[config.mk]
export PLATFORM = sky130hd
export DESIGN_NAME = g3b_pass
export DESIGN_NICKNAME = d
export VERILOG_FILES = /design/src/hw/rtl/g3b_pkg.sv /design/src/hw/rtl/g3b_pass.sv
export SDC_FILE = /design/constraint.sdc
export NUM_CORES = 1
export LEC_CHECK = 0
export BUFFER_PORTS_ARGS = -buffer_cell sky130_fd_sc_hd__clkbuf_2
export CORE_MARGIN = 4
export CORE_UTILIZATION = 55
export DETAILED_ROUTE_END_ITERATION = 10
export PLACE_DENSITY_LB_ADDON = 0.2
export SLEW_MARGIN = 25
export SYNTH_ARGS = -nofsm -noshare
export SYNTH_HDL_FRONTEND = slang
export SYNTH_SLANG_ARGS = --single-unit
[constraint.sdc]
create_clock -name clk -period 5.2 [get_ports clk]
set_input_delay 0.26 -clock clk [delete_from_list [all_inputs] [get_ports clk]]
set_output_delay 0.26 -clock clk [all_outputs]
set_load 0.02 [all_outputs]
[src/hw/rtl/g3b_pkg.sv]
`timescale 1ns / 1ps

package g3b_pkg;

  localparam int DEF_MAX_WIDTH  = 256;
  localparam int DEF_MAX_HEIGHT = 256;
  localparam int SAMPLE_BITS    = 16;
  localparam int OP_BITS        = 2;
  localparam int COORD_BITS     = 8;
  localparam int SIZE_BITS      = 9;
  localparam int CFG_IDX_BITS   = 3;
  localparam int CFG_DATA_BITS  = 9;

  // 40 times the largest sample fits in SUM_BITS.
  localparam int SUM_BITS   = SAMPLE_BITS + 6;
  localparam int RECIP_BITS = 19;
  localparam int DIV_SHIFT  = 21;
  // ceil(2^21 / 5); (sum >> 3) * RECIP >> 21 equals sum / 40 over the whole sum range.
  localparam logic [RECIP_BITS-1:0] DIV_RECIP = 19'd419431;

  localparam logic [SAMPLE_BITS-1:0] SAMPLE_MAX = '1;

  localparam int TAP_BITS = 4;
  localparam logic [TAP_BITS-1:0] TAP_FIRST  = 4'd0;
  localparam logic [TAP_BITS-1:0] TAP_CENTER = 4'd4;
  localparam logic [TAP_BITS-1:0] TAP_LAST   = 4'd8;

  localparam int WEIGHT_BITS = 6;
  localparam logic [WEIGHT_BITS-1:0] W_CENTER = 6'd20;
  localparam logic [WEIGHT_BITS-1:0] W_EDGE   = 6'd4;
  localparam logic [WEIGHT_BITS-1:0] W_DIAG   = 6'd1;
  localparam logic [WEIGHT_BITS-1:0] W_PLAIN  = 6'd40;

  typedef enum logic [OP_BITS-1:0] {
    OP_WRITE = 2'd0,
    OP_READ  = 2'd1,
    OP_PASS  = 2'd2
  } opcode_t;

  typedef enum logic [CFG_IDX_BITS-1:0] {
    CFG_GRID_W  = 3'd0,
    CFG_GRID_H  = 3'd1,
    CFG_AREA_XF = 3'd2,
    CFG_AREA_YF = 3'd3,
    CFG_AREA_XL = 3'd4,
    CFG_AREA_YL = 3'd5
  } cfg_reg_t;

  localparam logic REPLY_READ = 1'b0;
  localparam logic REPLY_DONE = 1'b1;

  typedef struct packed {
    logic rd_en;
    logic wr_en;
    logic done;
  } pass_ctl_t;

  // Taps run row by row over the 3x3 window; tap 4 is the center.
  function automatic logic [WEIGHT_BITS-1:0] tap_weight(input logic [TAP_BITS-1:0] k);
    logic [WEIGHT_BITS-1:0] w;
    unique case (k)
      4'd4:                   w = W_CENTER;
      4'd1, 4'd3, 4'd5, 4'd7: w = W_EDGE;
      default:                w = W_DIAG;
    endcase
    return w;
  endfunction

endpackage

[src/hw/rtl/g3b_pass.sv]
`timescale 1ns / 1ps

module g3b_pass #(
  parameter int MAX_WIDTH  = g3b_pkg::DEF_MAX_WIDTH,
  parameter int MAX_HEIGHT = g3b_pkg::DEF_MAX_HEIGHT
) (
  input  logic                                   clk,
  input  logic                                   rst_n,
  input  logic                                   go,
  input  logic [$clog2(MAX_WIDTH):0]             w_eff,
  input  logic [$clog2(MAX_HEIGHT):0]            h_eff,
  input  logic [$clog2(MAX_WIDTH)-1:0]           x_first,
  input  logic [$clog2(MAX_WIDTH)-1:0]           x_last,
  input  logic [$clog2(MAX_HEIGHT)-1:0]          y_first,
  input  logic [$clog2(MAX_HEIGHT)-1:0]          y_last,
  input  logic                                   area_ok,
  input  logic [g3b_pkg::SAMPLE_BITS-1:0]        rd_data,
  output g3b_pkg::pass_ctl_t                     ctl,
  output logic [$clog2(MAX_WIDTH*MAX_HEIGHT)-1:0] rd_addr,
  output logic [$clog2(MAX_WIDTH*MAX_HEIGHT)-1:0] wr_addr,
  output logic [g3b_pkg::SAMPLE_BITS-1:0]        wr_data
);
  import g3b_pkg::*;

  localparam int XW = $clog2(MAX_WIDTH);
  localparam int YW = $clog2(MAX_HEIGHT);
  localparam int AW = $clog2(MAX_WIDTH * MAX_HEIGHT);
  localparam int PW = SUM_BITS - 3 + RECIP_BITS;
  localparam int QW = SAMPLE_BITS + 1;

  typedef enum logic [5:0] {
    P_IDLE  = 6'b000001,
    P_LOAD  = 6'b000010,
    P_TAP   = 6'b000100,
    P_DRAIN = 6'b001000,
    P_MUL   = 6'b010000,
    P_WR    = 6'b100000
  } pstate_t;

  pstate_t               state_r, state_nxt;
  logic [XW-1:0]         px_r, px_nxt;
  logic [YW-1:0]         py_r, py_nxt;
  logic [TAP_BITS-1:0]   tap_r, tap_nxt, pend_tap_r, pend_tap_nxt;
  logic                  pend_r, pend_nxt;
  logic                  inarea_r, inarea_nxt;
  logic [SUM_BITS-1:0]   acc_r, acc_nxt, acc_add;
  logic [QW-1:0]         q_r, q_nxt;
  logic [PW-1:0]         prod;
  logic [WEIGHT_BITS-1:0] wgt;
  logic                  in_area, last_pt;
  logic [XW-1:0]         xm, xp, tx;
  logic [YW-1:0]         ym, yp, ty;

  assign in_area = area_ok && (px_r >= x_first) && (px_r <= x_last)
                   && (py_r >= y_first) && (py_r <= y_last);
  assign last_pt = (32'(px_r) == MAX_WIDTH - 1) && (32'(py_r) == MAX_HEIGHT - 1);

  // Toroidal neighbors inside the grid in use.
  assign xm = (px_r == '0) ? XW'(w_eff - 1'b1) : px_r - 1'b1;
  assign xp = (32'(px_r) + 1 == 32'(w_eff)) ? '0 : px_r + 1'b1;
  assign ym = (py_r == '0) ? YW'(h_eff - 1'b1) : py_r - 1'b1;
  assign yp = (32'(py_r) + 1 == 32'(h_eff)) ? '0 : py_r + 1'b1;

  always_comb begin
    unique case (tap_r)
      4'd0, 4'd3, 4'd6: tx = xm;
      4'd2, 4'd5, 4'd8: tx = xp;
      default:          tx = px_r;
    endcase
    unique case (tap_r)
      4'd0, 4'd1, 4'd2: ty = ym;
      4'd6, 4'd7, 4'd8: ty = yp;
      default:          ty = py_r;
    endcase
  end

  assign rd_addr = AW'(32'(ty) * MAX_WIDTH + 32'(tx));
  assign wr_addr = AW'(32'(py_r) * MAX_WIDTH + 32'(px_r));
  assign wr_data = (q_r > QW'(SAMPLE_MAX)) ? SAMPLE_MAX : SAMPLE_BITS'(q_r);

  assign wgt     = inarea_r ? tap_weight(pend_tap_r) : W_PLAIN;
  assign acc_add = acc_r + SUM_BITS'(wgt) * SUM_BITS'(rd_data);
  assign prod    = PW'(acc_r >> 3) * PW'(DIV_RECIP);

  always_comb begin
    state_nxt    = state_r;
    px_nxt       = px_r;
    py_nxt       = py_r;
    tap_nxt      = tap_r;
    pend_nxt     = 1'b0;
    pend_tap_nxt = pend_tap_r;
    inarea_nxt   = inarea_r;
    acc_nxt      = acc_r;
    q_nxt        = q_r;
    ctl          = '0;
    unique case (state_r)
      P_IDLE: begin
        if (go) begin
          px_nxt    = '0;
          py_nxt    = '0;
          state_nxt = P_LOAD;
        end
      end
      P_LOAD: begin
        acc_nxt    = '0;
        inarea_nxt = in_area;
        tap_nxt    = in_area ? TAP_FIRST : TAP_CENTER;
        state_nxt  = P_TAP;
      end
      P_TAP: begin
        ctl.rd_en    = 1'b1;
        pend_nxt     = 1'b1;
        pend_tap_nxt = tap_r;
        if (pend_r) begin
          acc_nxt = acc_add;
        end
        if (tap_r == (inarea_r ? TAP_LAST : TAP_CENTER)) begin
          state_nxt = P_DRAIN;
        end else begin
          tap_nxt = tap_r + 1'b1;
        end
      end
      P_DRAIN: begin
        acc_nxt   = acc_add;
        state_nxt = P_MUL;
      end
      P_MUL: begin
        q_nxt     = QW'(prod >> DIV_SHIFT);
        state_nxt = P_WR;
      end
      P_WR: begin
        ctl.wr_en = 1'b1;
        if (last_pt) begin
          ctl.done  = 1'b1;
          state_nxt = P_IDLE;
        end else begin
          if (32'(px_r) == MAX_WIDTH - 1) begin
            px_nxt = '0;
            py_nxt = py_r + 1'b1;
          end else begin
            px_nxt = px_r + 1'b1;
          end
          state_nxt = P_LOAD;
        end
      end
      default: state_nxt = P_IDLE;
    endcase
  end

  always_ff @(posedge clk) begin
    if (!rst_n) begin
      state_r <= P_IDLE;
      pend_r  <= 1'b0;
    end else begin
      state_r <= state_nxt;
      pend_r  <= pend_nxt;
    end
  end

  always_ff @(posedge clk) begin
    px_r       <= px_nxt;
    py_r       <= py_nxt;
    tap_r      <= tap_nxt;
    pend_tap_r <= pend_tap_nxt;
    inarea_r   <= inarea_nxt;
    acc_r      <= acc_nxt;
    q_r        <= q_nxt;
  end

  a_drain_pending: assert property (@(posedge clk) disable iff (!rst_n)
    (state_r == P_DRAIN) |-> pend_r)
    else $error("drain without a read in flight");

  a_pend_from_tap: assert property (@(posedge clk) disable iff (!rst_n)
    pend_r |-> $past(state_r == P_TAP))
    else $error("read data expected without a tap read");

  a_write_after_mul: assert property (@(posedge clk) disable iff (!rst_n)
    ctl.wr_en |-> $past(state_r == P_MUL))
    else $error("point written before its quotient was ready");

endmodule
* Word level (Yosys, flattened, before mapping)
Index checks and enable logic that the tools add are counted.
Operators by class: add/subtract/negate cells 12, multiply operators 2, magnitude comparators 5, eq/ne operators 29, mux-type cells 29, reductions and logical operators 21
Operator list (count):
- $mux W8 | 9
- $pmux W22 S3 | 1
- $pmux W8 S2 | 4
- $mul A19 B19 Y38 const B | 1
- $pmux W6 S6 | 1
- $add A16 B8 Y16 | 2
- $sub A8 B1 Y8 const B | 4
- $eq A4 B3 Y1 const B | 6
- $add A22 B22 Y22 | 1
- $mul A6 B16 Y22 | 1
- $mux W22 | 1
- $add A8 B1 Y9 const B | 2
- $eq A9 B9 Y1 | 2
- $mux W6 | 3
- $gt A17 B16 Y1 const B | 1
- $add A8 B1 Y8 const B | 2
- $eq A8 B8 Y1 const B | 2
- $ge A8 B8 Y1 | 2
- $le A8 B8 Y1 | 2
- $logic_not A8 Y1 | 2
- $mux W16 | 1
- $eq A4 B2 Y1 const B | 3
- $ne A2 B2 Y1 const B | 6
- $reduce_or A3 Y1 | 4
- other kinds (24) | 35
Word-level totals: bits in registers 71, input port bits 70, output and inout port bits 51, logic and storage cells 107

* Longest topological paths before layout
depth in word-level cells 8, gate-level depth with buffers 21, depth with buffers taken out 20

* Worst setup path before layout
Ideal clock, no wire load.
path kind reg-to-reg, from register pend_tap_r[3], to register acc_r[20] (data pin), library setup time 263 ps, arrival time 5278 ps, required time 4937 ps, setup slack -341 ps, stages on the path, launching flop included 20, path buffers 1, period minus slack after synthesis 5541 ps, cells stage by stage edfxtp_1 -> nand2b_1 -> nor4b_1 -> clkbuf_1 -> nand2_1 -> fa_1 -> inv_1 -> fa_1 -> fa_1 -> inv_1 -> fa_1 -> inv_1 -> ha_1 -> a21o_1 -> a221oi_1 -> a2bb2oi_1 -> o311ai_0 -> a21oi_1 -> o21ai_0 -> mux2i_1
On the way: longest elaborated chain between the ends 8, elaborated cells on any way between the ends 12, classes of those cells add/sub: 1; mul: 1; eq/ne: 5; mux: 4; reduce/logical: 1
RTL lines:
- from (decl) | line g3b_pass.sv:43 | logic [TAP_BITS-1:0] tap_r, tap_nxt, pend_tap_r, pend_tap_nxt;
- from (signal assigned) | line g3b_pass.sv:164 | pend_tap_r <= pend_tap_nxt;
- $eq A4 B1 Y1 (tied with other cells) | line g3b_pkg.sv:61 | unique case (k)
- $reduce_or A4 Y1 | line g3b_pkg.sv:61
- $pmux W5 S2 * | line g3b_pkg.sv:61
- $mux W6 * | line g3b_pass.sv:81 | assign wgt = inarea_r ? tap_weight(pend_tap_r) : W_PLAIN;
- $mul A6 B16 Y22 * | line g3b_pass.sv:82 | assign acc_add = acc_r + SUM_BITS'(wgt) * SUM_BITS'(rd_data);
- $add A22 B22 Y22 * | line g3b_pass.sv:82
- $mux W22 | line g3b_pass.sv:114 | if (pend_r) begin
- $pmux W22 S3 * | line g3b_pass.sv:96 | unique case (state_r)
- to (signal assigned) | line g3b_pass.sv:166 | acc_r <= acc_nxt;
- to (decl) | line g3b_pass.sv:46 | logic [SUM_BITS-1:0] acc_r, acc_nxt, acc_add;
Mark *: on every way between the ends. The rest lies on a longest branch, timed or not. The select of a mux whose other input is x is not followed. A chain may end at the register's enable or synchronous reset.

* Final worst setup path
from register acc_r[17], to register q_r[9] (data pin)
On the way: longest elaborated chain between the ends 1
RTL lines:
- $mul A19 B19 Y38 | line g3b_pass.sv:83 | assign prod = PW'(acc_r >> 3) * PW'(DIV_RECIP);
- named net prod[30] | line g3b_pass.sv:48 | logic [PW-1:0] prod;
- to (signal assigned) | line g3b_pass.sv:167 | q_r <= q_nxt;
- to (decl) | line g3b_pass.sv:47 | logic [QW-1:0] q_r, q_nxt;
The timed path passes the listed nets, and every way through them passes these cells.

==> run metrics <==
family with the most delay on the worst path=adder cells; Ports=approximately 120; VDD IR max=0.000378 V; clock buffer depth=2; Syn Inst Count=roughly 1700; Mapped Nets=between 2000 and 2500; crit path buf inv count=5; register area=~2100 um2; Via density=approximately 5.4; Clock Sinks=between 70 and 80; CP Data Arrival Time=~5.4 ns; Max Cap Viol=0; most frequent cells in the layout=inv_1, ha_1, buf_4; Hold Path Depth=3; TritonCTS clock tree=done; post-route ant nets=0; final setup fails=10; crit path kind=register to register; final clock skew=0.0133 ns; period utilization=102%; DP HPWL=~33000 um; TritonRoute pass-1 iters=8; Setup WS post-layout=-0.110 ns; asr flop ratio synth=0%; Layout Nets=roughly 2500; clock slew at reported path FFs=~0.08 ns; Worst path slowest cell=fa_1; top_reg_cell synth=edfxtp_1; Leak Pwr=a little under 10 nW; Avg Cell Area, Syn=roughly 9.1 um2; fmax=0.188 GHz; RSZ-0062 raised after global routing=yes; most common cell after layout, fill and taps aside=inv_1; Skew-Pair Late Insertion Delay=between 0.3 and 0.4 ns; die height=approximately 170 um; register area share after synthesis=13.7%; largest net degree at the start of global routing=23; PD cells=between 300 and 400 nW/um2; n_diodes=0; via count=about 13000; Worst EP required=around 5.3 ns; Die ar.=roughly 30000 um2; Slew @ Worst Pin=slightly above 1 ns; Slew Limit Fails=0; synthesis-to-layout area growth=26.6%; minimum clock period after layout=5.31 ns; Crit path depth=19; WL per Instance=about 17 um; row cnt=60; CP peak stage delay=~0.53 ns; hold crit path type=input port to register; GRT Total Usage=26.0%; htree depth=3; Reg2Reg Depth=19; Worst Setup End Kind=register; vias in the first global route=about 13000; final hold vios=0; number of synthesized flops with an enable pin=between 60 and 70; I/O Buffers=between 100 and 150; critical-path maximum fanout=6; Die Wd=around 170 um; filler cell count in the final layout=roughly 2000; Overall Power=about 0.0068 W; clock root cell=clkbuf_16; remaining routing DRC violations=0; initial antenna violation count=0; status=finished with violations; Post-Syn Area=about 15000 um2; register bit total from synthesis=71; layout cells sized above 1=28.2%; Unique masters post-synth=72; worst slack at placement=-0.449 ns; Starting Density=between 50% and 60%; GPL Wtd Cong=0.941; crit-path cells=buf_6 -> ha_4 -> fa_1 -> inv_1 -> fa_1 -> inv_2 -> fa_1 -> inv_2 -> fa_1 -> fa_1 -> inv_2 -> ha_4 -> nand4_1 -> nor3_2 -> nand3_1 -> o2111ai_2 -> a41oi_4 -> o41ai_2 -> xor2_1; core area=about 27000 um2; total routed wirelength=just under 40000 um; CP most frequent cell=fa_1; Max-slew headroom=between 30% and 40%; violated checks=negative setup slack; first-pass GRT wire length=roughly 65000 um; CTS buffer count=9; Critical Path Start Type=register; area occupied by multi-input gates=12500 um2; Congestion Overflow GR=0; Synth Warn #=0; initial drt markers=584
==> layout make-up <==
type	count	share of cell area (%)
Sequential cell	71	10.8
Multi-Input combinational cell	1164	65.5
Clock inverter	6	0.288
Timing Repair Buffer	342	12.3
Clock buffer	10	1.31
Inverter	387	7.61
Tap cell	341	2.24
==> worst register-to-register path, cell delays in order, from the launching register on <==
cell,delay (ns)
edfxtp_1,0.44
buf_6,0.16
ha_4,0.16
fa_1,0.53
inv_1,0.05
fa_1,0.50
inv_2,0.05
fa_1,0.50
inv_2,0.05
fa_1,0.51
fa_1,0.52
inv_2,0.06
ha_4,0.29
nand4_1,0.16
nor3_2,0.23
nand3_1,0.11
o2111ai_2,0.13
a41oi_4,0.08
o41ai_2,0.42
xor2_1,0.11
==> per-stage QoR <==
step | area (um2) | cells | TNS (ns) | hold WS, ns | utilization (%)
final | 19100 | 2321 | -0.538 | 0.189 | 70.8
after global routing | 19100 | 2321 | -4.03 | 0.202 | 70.8
after CTS | 18600 | 2313 | -0.168 | 0.174 | 69.1
after detailed placement | 17500 | 2262 | -7.28 | 0.521 | 64.9
after global placement | 17500 | 2262 | -5.63 | 0.514 | 64.9
after floorplan | 15300 | 1656 | -0.0625 | 0.382 | -
==> cell usage after synthesis, drive strengths merged, types with 3 or more instances <==
cell type | number | area share [%]
a21o | 23 | 1.1
mux2i | 10 | 0.66
nand3 | 21 | 0.76
nor2 | 91 | 2.3
a41oi | 5 | 0.29
a21oi | 64 | 2.1
o41ai | 4 | 0.28
o211ai | 7 | 0.35
dfxtp | 7 | 0.93
nor4 | 6 | 0.25
and3 | 8 | 0.33
a221oi | 5 | 0.29
a31oi | 7 | 0.29
clkbuf | 25 | 0.62
o31ai | 3 | 0.24
o21a | 14 | 0.70
xor2 | 39 | 2.4
a211oi | 9 | 0.45
a211o | 4 | 0.23
nor3 | 22 | 0.73
nand4 | 21 | 0.91
nand3b | 6 | 0.30
or3 | 5 | 0.21
o21bai | 11 | 0.55
o221ai | 15 | 0.87
nor4b | 4 | 0.23
nand2b | 22 | 0.91
xnor2 | 35 | 2.0
nand2 | 75 | 1.9
buf | 9 | 0.41
inv | 387 | 9.6
or2 | 21 | 0.87
fa | 186 | 25
nor2b | 19 | 0.79
a2111oi | 4 | 0.23
edfxtp | 64 | 13
and2 | 52 | 2.2
ha | 254 | 21
o21ai | 64 | 2.1
==> per-layer routing <==
layer	global-route usage, %	vias up	part of all wire, %	wire (um)
met5	0	-	0	0
met4	7.32	0	2.5	974
met3	2.94	66	3.9	1530
met2	44.9	283	50	19700
met1	34.9	6184	44	17200
li1	-	6058	-	-
==> registers in the layout (all words and copies together), names as in the netlist <==
register    count
acc_r          22
q_r            17
px_r            8
py_r            8
state_r         6
pend_tap_r      4
tap_r           4
inarea_r        1
pend_r          1
==> path summary, 6_finish.rpt <==
path | slack (ns) | startpoint | endpoint
worst max register to register | -0.11 | acc_r[17] | q_r[9]
worst max-delay path | -0.11 | acc_r[17] | q_r[9]
worst min register to register | 0.53 | state_r[3] | state_r[4]
worst min-delay path | 0.19 | rst_n | state_r[4]
==> cell families (layout without fill, tap and decap cells) <==
family	count (synthesis)	after routing	synth area share [%]
adder cells (fa/ha/maj)	440	440	45.8
buffers and inverters	421	745	10.7
AO/OA/AOI/OAI	252	252	11.0
AND/OR/NAND/NOR	383	383	13.3
multiplexers	12	12	0.813
XOR/XNOR	77	77	4.85
flip-flops	71	71	13.7
==> report_power, final <==
| group | internal, W | switching [W] | total (W) |
|---|---|---|---|
| clock | 0.000363 | 0.000297 | 0.000660 |
| sequential | 0.000715 | 0.0000430 | 0.000758 |
| combinational | 0.00263 | 0.00272 | 0.00535 |
==> what timing repair did <==
action                                 CTS  global route
cloned                                   1             0
setup endpoints to repair               25            29
resized for setup                      116            93
buffers inserted                        34            10
pin swaps                              107            42
endpoints found under the hold margin    0             0
hold buffers                             0             0
Note: power is estimated with default switching activity, not from simulation.
